<file path="config.mk">
export PLATFORM = sky130hd
export DESIGN_NAME = mcts_ctrl
export DESIGN_NICKNAME = d
export VERILOG_FILES = /design/src/rtl/mcts_pkg.sv /design/src/rtl/mcts_ctrl.sv
export SDC_FILE = /design/constraint.sdc
export NUM_CORES = 1
export LEC_CHECK = 0
export BUFFER_PORTS_ARGS = -buffer_cell sky130_fd_sc_hd__buf_2
export CORE_AREA = 2 2 56 58
export DETAILED_ROUTE_END_ITERATION = 7
export DIE_AREA = 0 0 58 60
export SYNTH_ARGS = -nofsm -noshare
export SYNTH_HDL_FRONTEND = slang
export SYNTH_SLANG_ARGS = --single-unit
export TNS_END_PERCENT = 5
</file>
<file path="constraint.sdc">
create_clock -name clk_i -period 2.5 [get_ports clk_i]
set_clock_uncertainty 0.2 [all_clocks]
set_input_delay 0.375 -clock clk_i [delete_from_list [all_inputs] [get_ports clk_i]]
set_output_delay 0.375 -clock clk_i [all_outputs]
set_load 0.05 [all_outputs]
</file>
<file path="src/rtl/mcts_pkg.sv">
// ----------------------------------------------------------------------------
// MACD crossover trade signal package
// Shared widths, constants, codes and the EMA update used by the block.
// ----------------------------------------------------------------------------
package mcts_pkg;

  // Field and state widths
  localparam int PriceW        = 32;
  localparam int StampW        = 32;
  localparam int CapW          = 48;
  localparam int HalfW         = CapW / 2;
  localparam int EmaW          = 40;
  localparam int SumW          = 48;
  localparam int CntW          = 10;
  localparam int PerW          = 8;
  localparam int WgtW          = 16;
  localparam int DdW           = 23;
  localparam int TallyW        = 16;
  localparam int PriceFracBits = 16;
  localparam int CoinShift     = 16 + PriceFracBits;
  localparam int ProdW         = HalfW + PriceW;
  localparam int DivNumW       = CapW + CoinShift;
  localparam int DivSteps      = DivNumW;
  localparam int DivCntW       = $clog2(DivSteps);
  localparam int CfgIdxW       = 3;
  localparam int InDataW       = PriceW + StampW;
  localparam int OutBits       = StampW + CapW + 3 + DdW + 2 * TallyW + CapW;
  localparam int OutDataW      = ((OutBits + 7) / 8) * 8;

  localparam logic [CntW-1:0]    CountMax = '1;
  localparam logic [TallyW-1:0]  TallyMax = '1;
  localparam logic [PriceW-1:0]  DdScale  = PriceW'(100 * 65536);

  // Register reset values
  localparam logic [PerW-1:0] FastPeriodRst   = 8'd12;
  localparam logic [PerW-1:0] SlowPeriodRst   = 8'd26;
  localparam logic [PerW-1:0] SignalPeriodRst = 8'd9;
  localparam logic [WgtW-1:0] FastWeightRst   = 16'd10082;
  localparam logic [WgtW-1:0] SlowWeightRst   = 16'd4855;
  localparam logic [WgtW-1:0] SignalWeightRst = 16'd13107;
  localparam logic [CapW-1:0] StartCapRst     = 48'd65536000;

  // Configuration register indexes
  typedef enum logic [CfgIdxW-1:0] {
    CFG_FAST_PERIOD   = 3'd0,
    CFG_SLOW_PERIOD   = 3'd1,
    CFG_SIGNAL_PERIOD = 3'd2,
    CFG_FAST_WEIGHT   = 3'd3,
    CFG_SLOW_WEIGHT   = 3'd4,
    CFG_SIGNAL_WEIGHT = 3'd5,
    CFG_START_CAPITAL = 3'd6
  } cfg_idx_e;

  // Datapath operations issued by the controller
  typedef enum logic [4:0] {
    OP_NONE      = 5'd0,
    OP_LOAD      = 5'd1,
    OP_FAST      = 5'd2,
    OP_SLOW      = 5'd3,
    OP_SIG       = 5'd4,
    OP_TRADE     = 5'd5,
    OP_MUL_HI    = 5'd6,
    OP_MUL_LO    = 5'd7,
    OP_EQUITY    = 5'd8,
    OP_DD_HI     = 5'd9,
    OP_DD_LO     = 5'd10,
    OP_DD_DIV    = 5'd11,
    OP_SEED_FAST = 5'd12,
    OP_SEED_SLOW = 5'd13,
    OP_SEED_SIG  = 5'd14,
    OP_COINS     = 5'd15,
    OP_DD_WRITE  = 5'd16,
    OP_FINISH    = 5'd17
  } op_e;

  // Controller states, one-hot
  typedef enum logic [16:0] {
    ST_IDLE  = 17'h00001,
    ST_FAST  = 17'h00002,
    ST_FWAIT = 17'h00004,
    ST_SLOW  = 17'h00008,
    ST_SWAIT = 17'h00010,
    ST_SIG   = 17'h00020,
    ST_GWAIT = 17'h00040,
    ST_TRADE = 17'h00080,
    ST_BWAIT = 17'h00100,
    ST_MULH  = 17'h00200,
    ST_MULL  = 17'h00400,
    ST_EQU   = 17'h00800,
    ST_DDH   = 17'h01000,
    ST_DDL   = 17'h02000,
    ST_DDIV  = 17'h04000,
    ST_DWAIT = 17'h08000,
    ST_FIN   = 17'h10000
  } state_e;

  typedef struct packed {
    op_e op;
  } cmd_t;

  typedef struct packed {
    logic fast_seed;
    logic slow_seed;
    logic sig_seed;
    logic buy;
    logic div_done;
    logic peak_zero;
    logic out_free;
  } status_t;

  // One EMA update: ema + floor((x - ema) * w / 2^16)
  function automatic logic signed [EmaW-1:0] ema_step(input logic signed [EmaW-1:0] ema,
                                                      input logic signed [EmaW-1:0] x,
                                                      input logic [WgtW-1:0] w);
    logic signed [EmaW:0]          diff;
    logic signed [EmaW+WgtW+1:0]   prod;
    diff = $signed({x[EmaW-1], x}) - $signed({ema[EmaW-1], ema});
    prod = diff * $signed({1'b0, w});
    return ema + $signed(prod[EmaW+WgtW-1:WgtW]);
  endfunction

endpackage

</file>
<file path="src/rtl/mcts_ctrl.sv">
// ----------------------------------------------------------------------------
// MACD crossover controller
// Sequences the datapath steps for one price sample at a time.
// ----------------------------------------------------------------------------
module mcts_ctrl (
  input  logic               clk_i,
  input  logic               rst_ni,
  input  logic               in_valid_i,
  output logic               in_ready_o,
  input  mcts_pkg::status_t  status_i,
  output mcts_pkg::cmd_t     cmd_o
);

  mcts_pkg::state_e state_q, state_d;

  // Next state and command
  always_comb begin
    state_d    = state_q;
    cmd_o.op   = mcts_pkg::OP_NONE;
    in_ready_o = 1'b0;
    unique case (state_q)
      mcts_pkg::ST_IDLE: begin
        in_ready_o = 1'b1;
        if (in_valid_i) begin
          cmd_o.op = mcts_pkg::OP_LOAD;
          state_d  = mcts_pkg::ST_FAST;
        end
      end
      mcts_pkg::ST_FAST: begin
        cmd_o.op = mcts_pkg::OP_FAST;
        state_d  = status_i.fast_seed ? mcts_pkg::ST_FWAIT : mcts_pkg::ST_SLOW;
      end
      mcts_pkg::ST_FWAIT: begin
        if (status_i.div_done) begin
          cmd_o.op = mcts_pkg::OP_SEED_FAST;
          state_d  = mcts_pkg::ST_SLOW;
        end
      end
      mcts_pkg::ST_SLOW: begin
        cmd_o.op = mcts_pkg::OP_SLOW;
        state_d  = status_i.slow_seed ? mcts_pkg::ST_SWAIT : mcts_pkg::ST_SIG;
      end
      mcts_pkg::ST_SWAIT: begin
        if (status_i.div_done) begin
          cmd_o.op = mcts_pkg::OP_SEED_SLOW;
          state_d  = mcts_pkg::ST_SIG;
        end
      end
      mcts_pkg::ST_SIG: begin
        cmd_o.op = mcts_pkg::OP_SIG;
        state_d  = status_i.sig_seed ? mcts_pkg::ST_GWAIT : mcts_pkg::ST_TRADE;
      end
      mcts_pkg::ST_GWAIT: begin
        if (status_i.div_done) begin
          cmd_o.op = mcts_pkg::OP_SEED_SIG;
          state_d  = mcts_pkg::ST_TRADE;
        end
      end
      mcts_pkg::ST_TRADE: begin
        cmd_o.op = mcts_pkg::OP_TRADE;
        state_d  = status_i.buy ? mcts_pkg::ST_BWAIT : mcts_pkg::ST_MULH;
      end
      mcts_pkg::ST_BWAIT: begin
        if (status_i.div_done) begin
          cmd_o.op = mcts_pkg::OP_COINS;
          state_d  = mcts_pkg::ST_MULH;
        end
      end
      mcts_pkg::ST_MULH: begin
        cmd_o.op = mcts_pkg::OP_MUL_HI;
        state_d  = mcts_pkg::ST_MULL;
      end
      mcts_pkg::ST_MULL: begin
        cmd_o.op = mcts_pkg::OP_MUL_LO;
        state_d  = mcts_pkg::ST_EQU;
      end
      mcts_pkg::ST_EQU: begin
        cmd_o.op = mcts_pkg::OP_EQUITY;
        state_d  = mcts_pkg::ST_DDH;
      end
      mcts_pkg::ST_DDH: begin
        cmd_o.op = mcts_pkg::OP_DD_HI;
        state_d  = mcts_pkg::ST_DDL;
      end
      mcts_pkg::ST_DDL: begin
        cmd_o.op = mcts_pkg::OP_DD_LO;
        state_d  = mcts_pkg::ST_DDIV;
      end
      mcts_pkg::ST_DDIV: begin
        // A zero peak means zero drawdown, so the division is skipped.
        cmd_o.op = mcts_pkg::OP_DD_DIV;
        state_d  = status_i.peak_zero ? mcts_pkg::ST_FIN : mcts_pkg::ST_DWAIT;
      end
      mcts_pkg::ST_DWAIT: begin
        if (status_i.div_done) begin
          cmd_o.op = mcts_pkg::OP_DD_WRITE;
          state_d  = mcts_pkg::ST_FIN;
        end
      end
      mcts_pkg::ST_FIN: begin
        if (status_i.out_free) begin
          cmd_o.op = mcts_pkg::OP_FINISH;
          state_d  = mcts_pkg::ST_IDLE;
        end
      end
      default: state_d = mcts_pkg::ST_IDLE;
    endcase
  end

  always_ff @(posedge clk_i or negedge rst_ni) begin
    if (!rst_ni) begin
      state_q <= mcts_pkg::ST_IDLE;
    end else begin
      state_q <= state_d;
    end
  end

endmodule

</file>
Yosys cells after proc, flatten, opt, wreduce, memory -nomap -nowiden

Index checks and enable logic that the tools add are counted.

Eq/ne operators: 24
Reductions and logical operators: 1
Mux-type cells: 22

Operators with widths:

| operator               | count |
|---|---|
| $pmux W17 S17          | 1 |
| $mux W17               | 8 |
| $pmux W5 S17           | 1 |
| $mux W4                | 5 |
| $eq A17 B1 Y1 const B  | 1 |
| $eq A17 B10 Y1 const B | 1 |
| $eq A17 B11 Y1 const B | 1 |
| $eq A17 B12 Y1 const B | 1 |
| $eq A17 B13 Y1 const B | 1 |
| $eq A17 B14 Y1 const B | 1 |
| $eq A17 B15 Y1 const B | 1 |
| $eq A17 B16 Y1 const B | 1 |
| $eq A17 B17 Y1 const B | 1 |
| $eq A17 B2 Y1 const B  | 1 |
| $eq A17 B3 Y1 const B  | 1 |
| $eq A17 B4 Y1 const B  | 1 |
| $eq A17 B5 Y1 const B  | 1 |
| $eq A17 B6 Y1 const B  | 1 |
| $eq A17 B7 Y1 const B  | 1 |
| $eq A17 B8 Y1 const B  | 1 |
| $eq A17 B9 Y1 const B  | 1 |
| $ne A2 B2 Y1 const B   | 7 |
| $mux W10               | 1 |
| $mux W5                | 2 |
| other kinds (4)        | 5 |

Word-level logic and storage cells: 48
Output and inout bits: 6
Flip-flop bits (word level): 17
Bits of input ports: 10

Depth between registers and ports, before layout

Gate-level depths: netlist of the first run.

Word-level depth: 3
Gate-level depth with buffers: 6

Worst setup path before layout of the first run

No wires, ideal clock.

Path type: flip-flop to output port
Start point: register state_q[5]
End point: output port cmd_o[0] (netlist bit)
Stages on the path, launching flop included: 7
Buffers on the path: 0
Slack: -0.839 ns
Arrival time: 2.764 ns
Cells stage by stage: dfrtp_1 > nor4_4 > nand4_2 > nor4_2 > and2_1 > a221oi_1 > nand3_1

RTL lines:

| what                   | line             | RTL |
|---|---|---|
| from (decl)            | mcts_ctrl.sv:14  | `mcts_pkg::state_e state_q, state_d;` |
| from (signal assigned) | mcts_ctrl.sv:112 | `state_q <= mcts_pkg::ST_IDLE;` |
| from (signal assigned) | mcts_ctrl.sv:114 | `state_q <= state_d;` |
| to (decl)              | mcts_ctrl.sv:11  | `output mcts_pkg::cmd_t cmd_o` |

==> results of run 1 <==
per-layer routing:
metal | track usage | up-vias | share of wire
met2 | 0.367 | 29 | 0.50
met4 | 0.0930 | 0 | 0.028
met3 | 0.0303 | 10 | 0.035
li1 | - | 558 | -
met1 | 0.263 | 556 | 0.44
met5 | 0 | - | 0
worst paths after layout:
| kind | from | to | slack [ns] |
|---|---|---|---|
| max | state_q[2]$_DFFE_PN0P_ | cmd_o[2] | -0.35 |
| min | status_i[4] | state_q[6]$_DFFE_PN0P_ | 0.10 |
| min reg2reg | state_q[15]$_DFFE_PN0P_ | state_q[15]$_DFFE_PN0P_ | 0.39 |
| max reg2reg | state_q[2]$_DFFE_PN0P_ | state_q[3]$_DFFE_PN0P_ | -0.04 |
| min in group asynchronous | rst_ni | state_q[6]$_DFFE_PN0P_ | 0.32 |
| max in group asynchronous | rst_ni | state_q[0]$_DFFE_PN1P_ | 1.45 |
worst max-delay path: stages, from the launching register on:
cell and delay, ns:
dfrtp_1 0.42, nor4_4 0.38, buf_4 0.18, nand3_4 0.11, nor4_4 0.37, nor3_2 0.10
nand2b_4 0.17, nand3_2 0.07, buf_6 0.16
Yosys cell counts, drive strengths merged:
cell type,instances,share of area
o21ba,1,0.0089
nor4bb,1,0.0089
nand3,8,0.047
nand2,6,0.020
a32oi,1,0.0078
or3,1,0.0056
or4b,1,0.0089
o31ai,1,0.0067
a21o,2,0.013
nor3b,1,0.0067
o41a,1,0.010
nor3,5,0.027
xnor2,1,0.0078
nand3b,2,0.025
nand2b,7,0.039
dfstp,1,0.023
o41ai,1,0.0078
nor4b,4,0.045
nand4,5,0.033
a22o,4,0.031
a221oi,1,0.0078
or2,1,0.0056
nor4,10,0.11
dfrtp,16,0.36
o21ai,2,0.0089
a21oi,4,0.018
and2,1,0.0056
nor2,17,0.057
nor2b,2,0.011
and4bb,1,0.011
inv,7,0.023
where the power goes:
part,switching [mW],total [mW],internal (mW)
logic,0.349,0.629,0.279
registers,0.0313,0.335,0.304
clock network,0.101,0.163,0.0623
stage by stage:
stage	total power [mW]	util
after floorplan	0.694	-
after global placement	0.868	0.519
after detailed placement	0.875	0.519
after CTS	1.09	0.568
after global routing	1.19	0.579
final	1.13	0.579
layout make-up:
class                   instances  area [µm²]  share of cell area
multi-input cells              92         742               0.441
inverters                       7        26.3              0.0156
well taps                      33        41.3              0.0246
repair buffers                 55         419               0.249
clock buffers                   4        26.3              0.0156
flip-flops and latches         17         427               0.254
what timing repair did:
action,4_1_cts,5_1_grt
gates resized for setup,18,4
setup buffers,3,2
pin swaps,6,6
gates cloned,0,0
endpoints found under the setup margin,5,15
hold buffers,1,0
hold endpoints to repair,16,0
logic make-up (layout without fill, tap and decap cells):
| kind of cell | Yosys count | in the layout | share of synthesized area |
|---|---|---|---|
| and+or+nand+nor | 73 | 73 | 0.468 |
| AOI/OAI and AO/OA | 18 | 18 | 0.120 |
| DFF | 17 | 17 | 0.380 |
| xor gates and xnor gates | 1 | 1 | 0.00781 |
| buffers and inverters | 7 | 66 | 0.0234 |
cell usage in the layout (no fill, tap or decap), types with 2 or more instances in the layout:
| master | Yosys | layout |
|---|---|---|
| a21o_1 | 2 | 2 |
| a21oi_1 | 4 | 4 |
| a22o_1 | 4 | 4 |
| buf_2 | 0 | 9 |
| buf_4 | 0 | 38 |
| buf_6 | 0 | 5 |
| clkbuf_4 | 0 | 4 |
| dfrtp_1 | 16 | 16 |
| inv_1 | 7 | 7 |
| nand2_1 | 6 | 6 |
| nand2b_1 | 7 | 6 |
| nand3_1 | 7 | 5 |
| nand3_2 | 0 | 2 |
| nand4_1 | 4 | 4 |
| nor2_1 | 17 | 17 |
| nor2b_1 | 2 | 2 |
| nor3_1 | 4 | 3 |
| nor3_2 | 1 | 2 |
| nor4_1 | 4 | 3 |
| nor4_2 | 3 | 2 |
| nor4_4 | 3 | 5 |
| nor4b_4 | 1 | 2 |
| o21ai_0 | 2 | 2 |
==> results.cfg, run 1 <==
[power]
power_density_mw_per_mm2 = 670
ir_worst_vdd_mv = 0.650
leakagePower_nw = 0.859

[routing]
ant_nets = 0
drtIter0Drc = 39
drc = 0
first_pass_iters = 4
drt-wirelength-per-cell_um = 16.0
drt_wl_total_mm = 3.32
routed_via_density = 5.54
num_vias = 1153

[synthesis]
seq_area_frac_synth = 0.380
ys_warn_count = 0
synth.avg_cell_area_um2 = 9.68
netlist_area_mm2 = 0.00112
syn_inst = 116
syn_nets = 126
yosys.cell_types.count = 38
synth-seq-cells = 17

[cells_and_area]
regMostFlops = state_q
stdcell_area_mm2 = 0.00168
fill_cells = 250
antennaDiodeCount = 0
largest_reg_flops = 17
syn_to_final_growth_pct = 49.8
fin_cells = 208
drive_above_1_share = 0.446
top_regs = state_q x17
nets = 186

[sta]
whs_ns = 0.102
tightestPinTransition_ns = 0.422
slew_viol_final = 0
setup_ws_ns = -0.350
finalCriticalPeriod_ns = 2.85
setup_tns_ns = -1.50
hold_viol_final = 0
timing.fmax_mhz = 351
setup_violations = 6
period_share = 1.14
rsz0062_at_grt = yes
max_slew_margin = 0.718

[run_status]
violations = setup timing
status = complete, but fails checks

[grt]
grt_pass1_wl_mm = 5.43
grt_pass1_vias = 1156
grt_max_degree = 18
gr-total-overflow = 0
grt_usage = 0.212
antenna_found_initial = 0

[worst_setup_path]
ff2ff_path_depth = 9
cp.arrival_ns = 2.27
crit_fanout = 5
cp-end-kind = output pin
critPathLaunchType = flip-flop
critical_path_class = flip-flop to output pin
worstPathRequired_ns = 1.92

[placed_design]
portBuffers = 15
dp_worst_setup_slack_ns = -0.107
place_area_mm2 = 0.00151
dp.cells = 198
gp_congestion = 0.878
hpwl_mm = 2.46

[floorplan]
row_count = 20
core_mm2 = 0.00290
die_y_um = 60
die_w_um = 58
die_area_mm2 = 0.00348
start_util = 0.387
io-pin-count = 16

[clock_network]
clockBufferDepth = 2
clkLatencyLatePin_ns = 0.31
cts_sinks = 17
cts_buffers = 3
htreeDepth = 1
clk_pin_slew_ns = 0.11
tritoncts = done
cts_root_buf = clkbuf_4

[min_path]
hp-class = input port to flip-flop
hold_depth = 2

[job]
drv_cap = 0
Power figures use the tool's default switching activity.
==> run 2, diff against run 1 <==
MAX_ROUTING_LAYER = met4   (was unset)
==> run 2 against run 1 <==
The run still ends with setup timing left. Combinational power hardly changed. Fmax hardly changed. Sequential power hardly changed. Non-clock buffer count stayed put. Critical endpoint unchanged. Global-route usage is 0.58 points higher. Via count is 0.61% higher. Die area stayed put. First-iteration DRC count is 5.1% higher. Sequential share of layout area stayed put. Count of clock-buffer cells in the layout stayed put. Final area stayed put. Largest cell class unchanged.
==> results.cfg, run 2 (synthesis results as in run 1) <==
[run_status]
status = complete, but fails checks
violations = setup timing

[routing]
drc = 0
num_vias = 1160
drt_wl_total_mm = 3.30
first_pass_iters = 4
drt-wirelength-per-cell_um = 15.9
routed_via_density = 5.58
ant_nets = 0
drtIter0Drc = 41

[clock_network]
clk_pin_slew_ns = 0.11
tritoncts = done
clockBufferDepth = 2
htreeDepth = 1
clkLatencyLatePin_ns = 0.31
cts_sinks = 17
cts_buffers = 3
cts_root_buf = clkbuf_4

[grt]
grt_usage = 0.218
antenna_found_initial = 0
gr-total-overflow = 0
grt_max_degree = 18
grt_pass1_vias = 1159
grt_pass1_wl_mm = 5.42

[cells_and_area]
fill_cells = 250
most-common-layout-cells = buf_4 (38), nor2_1 (17), dfrtp_1 (16)
layout_commonest_cell = buf_4
nets = 186
syn_to_final_growth_pct = 49.8
final_util = 0.579
drive_above_1_share = 0.446
largest_reg_flops = 17
antennaDiodeCount = 0
top_regs = state_q x17
regMostFlops = state_q

[sta]
slew_viol_final = 0
max_slew_margin = 0.724
rsz0062_at_grt = yes
setup_violations = 6
setup_ws_ns = -0.352
hold_viol_final = 0
period_share = 1.14
finalCriticalPeriod_ns = 2.85
tightestPinTransition_ns = 0.414
timing.fmax_mhz = 351

[placed_design]
dp_worst_setup_slack_ns = -0.107
gp_congestion = 0.892
portBuffers = 15
hpwl_mm = 2.46

[worst_setup_path]
critPathLaunchType = flip-flop
max_stage_delay_ns = 0.42
worstPathRequired_ns = 1.92
cp-end-kind = output pin
crit_family = simple AND/OR/NAND/NOR gates
rr_startpoint = state_q[2]$_DFFE_PN0P_
critical_path_class = flip-flop to output pin
startpoint = state_q[2]$_DFFE_PN0P_
cp.depth = 8
cp.arrival_ns = 2.28
cp_num_buf_inv = 2
ff2ff_path_depth = 9
cp_slowest_cell = dfrtp_1
crit_path_frequent_cell = nor4_4
cp_cell_sequence = nor4_4, buf_4, nand3_4, nor4_4, nor3_2, nand2b_4, nand3_2, buf_6
crit_fanout = 5

[power]
power_mw = 1.13
power_density_mw_per_mm2 = 670
leakagePower_nw = 0.859
ir_worst_vdd_mv = 0.649

[floorplan]
row_count = 20
die_w_um = 58
start_util = 0.387
io-pin-count = 16
die_area_mm2 = 0.00348
die_y_um = 60
core_mm2 = 0.00290

[min_path]
hold_depth = 2
hp-class = input port to flip-flop
hold_start = status_i[4]

[job]
drv_cap = 0
[run 2: cell counts in the layout (fill, tap and decap cells not counted)]
Identical to the previous run, type by type.
[run 2: where the power goes]
group	leakage, nW	switching [mW]	total, mW	internal [mW]
clock	0.0150	0.101	0.163	0.0623
combinational	0.612	0.348	0.627	0.279
sequential	0.233	0.0324	0.336	0.304
total	0.859	0.482	1.13	0.645
[run 2: area by class of cell]
type,instances,area (µm²),area share
Multi-Input combinational cell,92,742,0.441
Sequential cell,17,427,0.254
Timing Repair Buffer,55,419,0.249
Tap cell,33,41.3,0.0246
Clock buffer,4,26.3,0.0156
Inverter,7,26.3,0.0156
[run 2: per-layer routing]
metal | GRT usage | share of wire | vias up
li1 | - | - | 558
met4 | 0.0930 | 0.022 | 0
met5 | - | 0 | -
met1 | 0.262 | 0.44 | 567
met2 | 0.367 | 0.51 | 27
met3 | 0.0303 | 0.031 | 8
[run 2: final timing paths]
check	slack, ns	to
worst max-delay path	-0.35	cmd_o[2]
worst min-delay path	0.10	state_q[6]$_DFFE_PN0P_
worst max register to register	-0.04	state_q[3]$_DFFE_PN0P_
max in group asynchronous	1.46	state_q[0]$_DFFE_PN1P_
min in group asynchronous	0.32	state_q[6]$_DFFE_PN0P_
worst min register to register	0.39	state_q[15]$_DFFE_PN0P_
[run 2: timing repair]
action | in CTS | in global routing
buffers inserted | 3 | 2
hold endpoints to repair | 16 | 0
hold buffers | 1 | 0
cloned | 0 | 0
setup endpoints to repair | 5 | 15
pin swaps | 6 | 6
resized for setup | 18 | 4
[run 2: worst register-to-register path, cell delays in order (launching register included)]
cell and delay [ns]:
dfrtp_1 0.42, nor4_4 0.38, buf_4 0.18, nand3_4 0.11, nor4_4 0.37, buf_4 0.18, buf_6 0.08, o41a_1 0.16
nand3b_4 0.20, o21ba_1 0.16
[run 2: metrics by stage]
stage	setup TNS (ns)	instance area, µm²	instances	hold slack (ns)
finish	-1.51	1680	208	0.103
global route	-2.96	1680	208	0.101
CTS	-1.23	1650	206	0.106
detailed placement	-0.180	1510	198	0.130
global placement	-0.147	1510	198	0.126
floorplan	-0.687	1140	116	-0.121
==> run 3, diff against run 2 <==
PLACE_DENSITY = 0.66   (was unset)
==> run 3 against run 2 <==
The run still ends with setup timing left. Power fell by 4.0%. Sequential power fell by 2%. Count of clock-buffer cells in the layout did not move. Clock power barely moved. Global-route usage fell by 1.6 points. Worst setup slack improved by 0.018 ns.
==> results.cfg, run 3 (synthesis results as in run 1) <==
[cells_and_area]
largest_reg_flops = 17
multiInputGateArea_um2 = 741
fill_cells = 244
top_regs = state_q x17
nets = 182
syn_to_final_growth_pct = 46.0
regMostFlops = state_q
layout_commonest_cell = buf_4
drive_above_1_share = 0.433
final_util = 0.565
seq_area_um2 = 427
antennaDiodeCount = 0
most-common-layout-cells = buf_4 (37), nor2_1 (17), dfrtp_1 (16)

[job]
drv_cap = 0

[worst_setup_path]
cp_cell_sequence = nor4_4, buf_4, buf_4, nand4_1, a21oi_1, or4b_4, a21o_1, buf_6
cp.arrival_ns = 2.26
crit_path_frequent_cell = buf_4
crit_family = simple AND/OR/NAND/NOR gates
critPathLaunchType = flip-flop
worstPathRequired_ns = 1.92
cp_num_buf_inv = 3
critical_path_class = flip-flop to output pin
max_stage_delay_ns = 0.57
crit_fanout = 4
cp-end-kind = output pin
cp_slowest_cell = dfstp_2

[grt]
gr-usage-met2 = 0.328
antenna_found_initial = 0
grt_util_met3 = 0.0346
grt_max_degree = 18
gr-total-overflow = 0
grt_usage = 0.202
grt.busiest_layer = met2
grt_pass1_wl_mm = 5.08
grtUsageMet1 = 0.249
grt_pass1_vias = 1119

[power]
power_density_mw_per_mm2 = 660
leakagePower_nw = 0.830
power_switching_mw = 0.459
power_frac_seq = 0.305
combPwrFrac = 0.547
clockPowerShare = 0.147
ir_worst_vdd_mv = 0.538
p_sw_frac = 0.424
p_int_mw = 0.623

[clock_network]
clkLatencyLatePin_ns = 0.29
htreeDepth = 1
cts_buffers = 3
clockBufferDepth = 2
cts_sinks = 17
cts_root_buf = clkbuf_4
tritoncts = done
clk_pin_slew_ns = 0.11

[sta]
max_slew_margin = 0.689
period_share = 1.13
slew_viol_final = 0
timing.fmax_mhz = 353
finalCriticalPeriod_ns = 2.83
setup_tns_ns = -1.18
rsz0062_at_grt = yes
setup_violations = 5
tightestPinTransition_ns = 0.460
setup_ws_ns = -0.334
hold_viol_final = 0

[floorplan]
core_mm2 = 0.00290
io-pin-count = 16
die_w_um = 58
start_util = 0.387
die_area_mm2 = 0.00348
row_count = 20
die_y_um = 60

[min_path]
hp-class = input port to flip-flop

[routing]
drt-wirelength-per-cell_um = 15.3
drtIter0Drc = 30
num_vias = 1132
routed_via_density = 5.55
first_pass_iters = 4
drt_wl_total_mm = 3.11
ant_nets = 0
drc = 0

[placed_design]
hpwl_mm = 2.42
gp_congestion = 0.892
portBuffers = 15

[run_status]
status = complete, but fails checks
violations = setup timing
run 3: cell type report:
class                           instances  share of cell area
Multi-Input combinational cell         92               0.452
Sequential cell                        17               0.260
Clock buffer                            4              0.0160
Tap cell                               33              0.0252
Timing Repair Buffer                   51               0.231
Inverter                                7              0.0160
run 3: stage by stage:
stage	total power [mW]	hold slack [ns]	cells	setup WS [ns]	instance area (µm²)
final	1.08	0.104	204	-0.334	1640
after global routing	1.14	0.0944	204	-0.421	1640
after CTS	1.06	0.103	202	-0.344	1570
after detailed placement	0.842	0.129	193	-0.192	1470
after global placement	0.836	0.125	193	-0.134	1470
after floorplan	0.694	-0.121	116	-0.403	1140
run 3: worst paths after layout:
path,from,to,slack [ns],cells after the start
worst min register to register,state_q[15]$_DFFE_PN0P_,state_q[15]$_DFFE_PN0P_,0.41,1
min in group asynchronous,rst_ni,state_q[15]$_DFFE_PN0P_,0.33,2
worst min-delay path,status_i[3],state_q[8]$_DFFE_PN0P_,0.10,2
worst max-delay path,state_q[0]$_DFFE_PN1P_,cmd_o[1],-0.33,8
max in group asynchronous,rst_ni,state_q[0]$_DFFE_PN1P_,1.45,2
worst max register to register,state_q[2]$_DFFE_PN0P_,state_q[3]$_DFFE_PN0P_,0.13,8
run 3: metal layers:
layer  vias up  share of wire  routed length [µm]
met4         0          0.020                  63
met3        10          0.027                  85
met1       545           0.45                1400
li1        553              -                   -
met2        24           0.50                1560
met5         -              0                   0
run 3: worst reg2reg max path: stages, from the launching register on:
cell and delay, ns:
dfrtp_1 0.42, nor4_4 0.24, buf_4 0.18, nand3_4 0.13
nor4_4 0.41, buf_4 0.17, o41a_1 0.15, nand3b_4 0.20
o21ba_4 0.17
run 3: power groups by stage:
stage / Combinational [mW] / Clock [mW] / Sequential [mW]
after CTS: 0.568 / 0.158 / 0.330
after global placement: 0.498 / 0 / 0.338
after global routing: 0.636 / 0.171 / 0.334
after detailed placement: 0.505 / 0 / 0.338
final: 0.592 / 0.160 / 0.330
after floorplan: 0.353 / 0 / 0.341
run 3: repair_timing:
item | CTS | global route
setup buffers | 4 | 2
resized for setup | 10 | 9
setup endpoints to repair | 6 | 9
hold buffers | 1 | 0
hold endpoints to repair | 16 | 0
pin swaps | 4 | 7
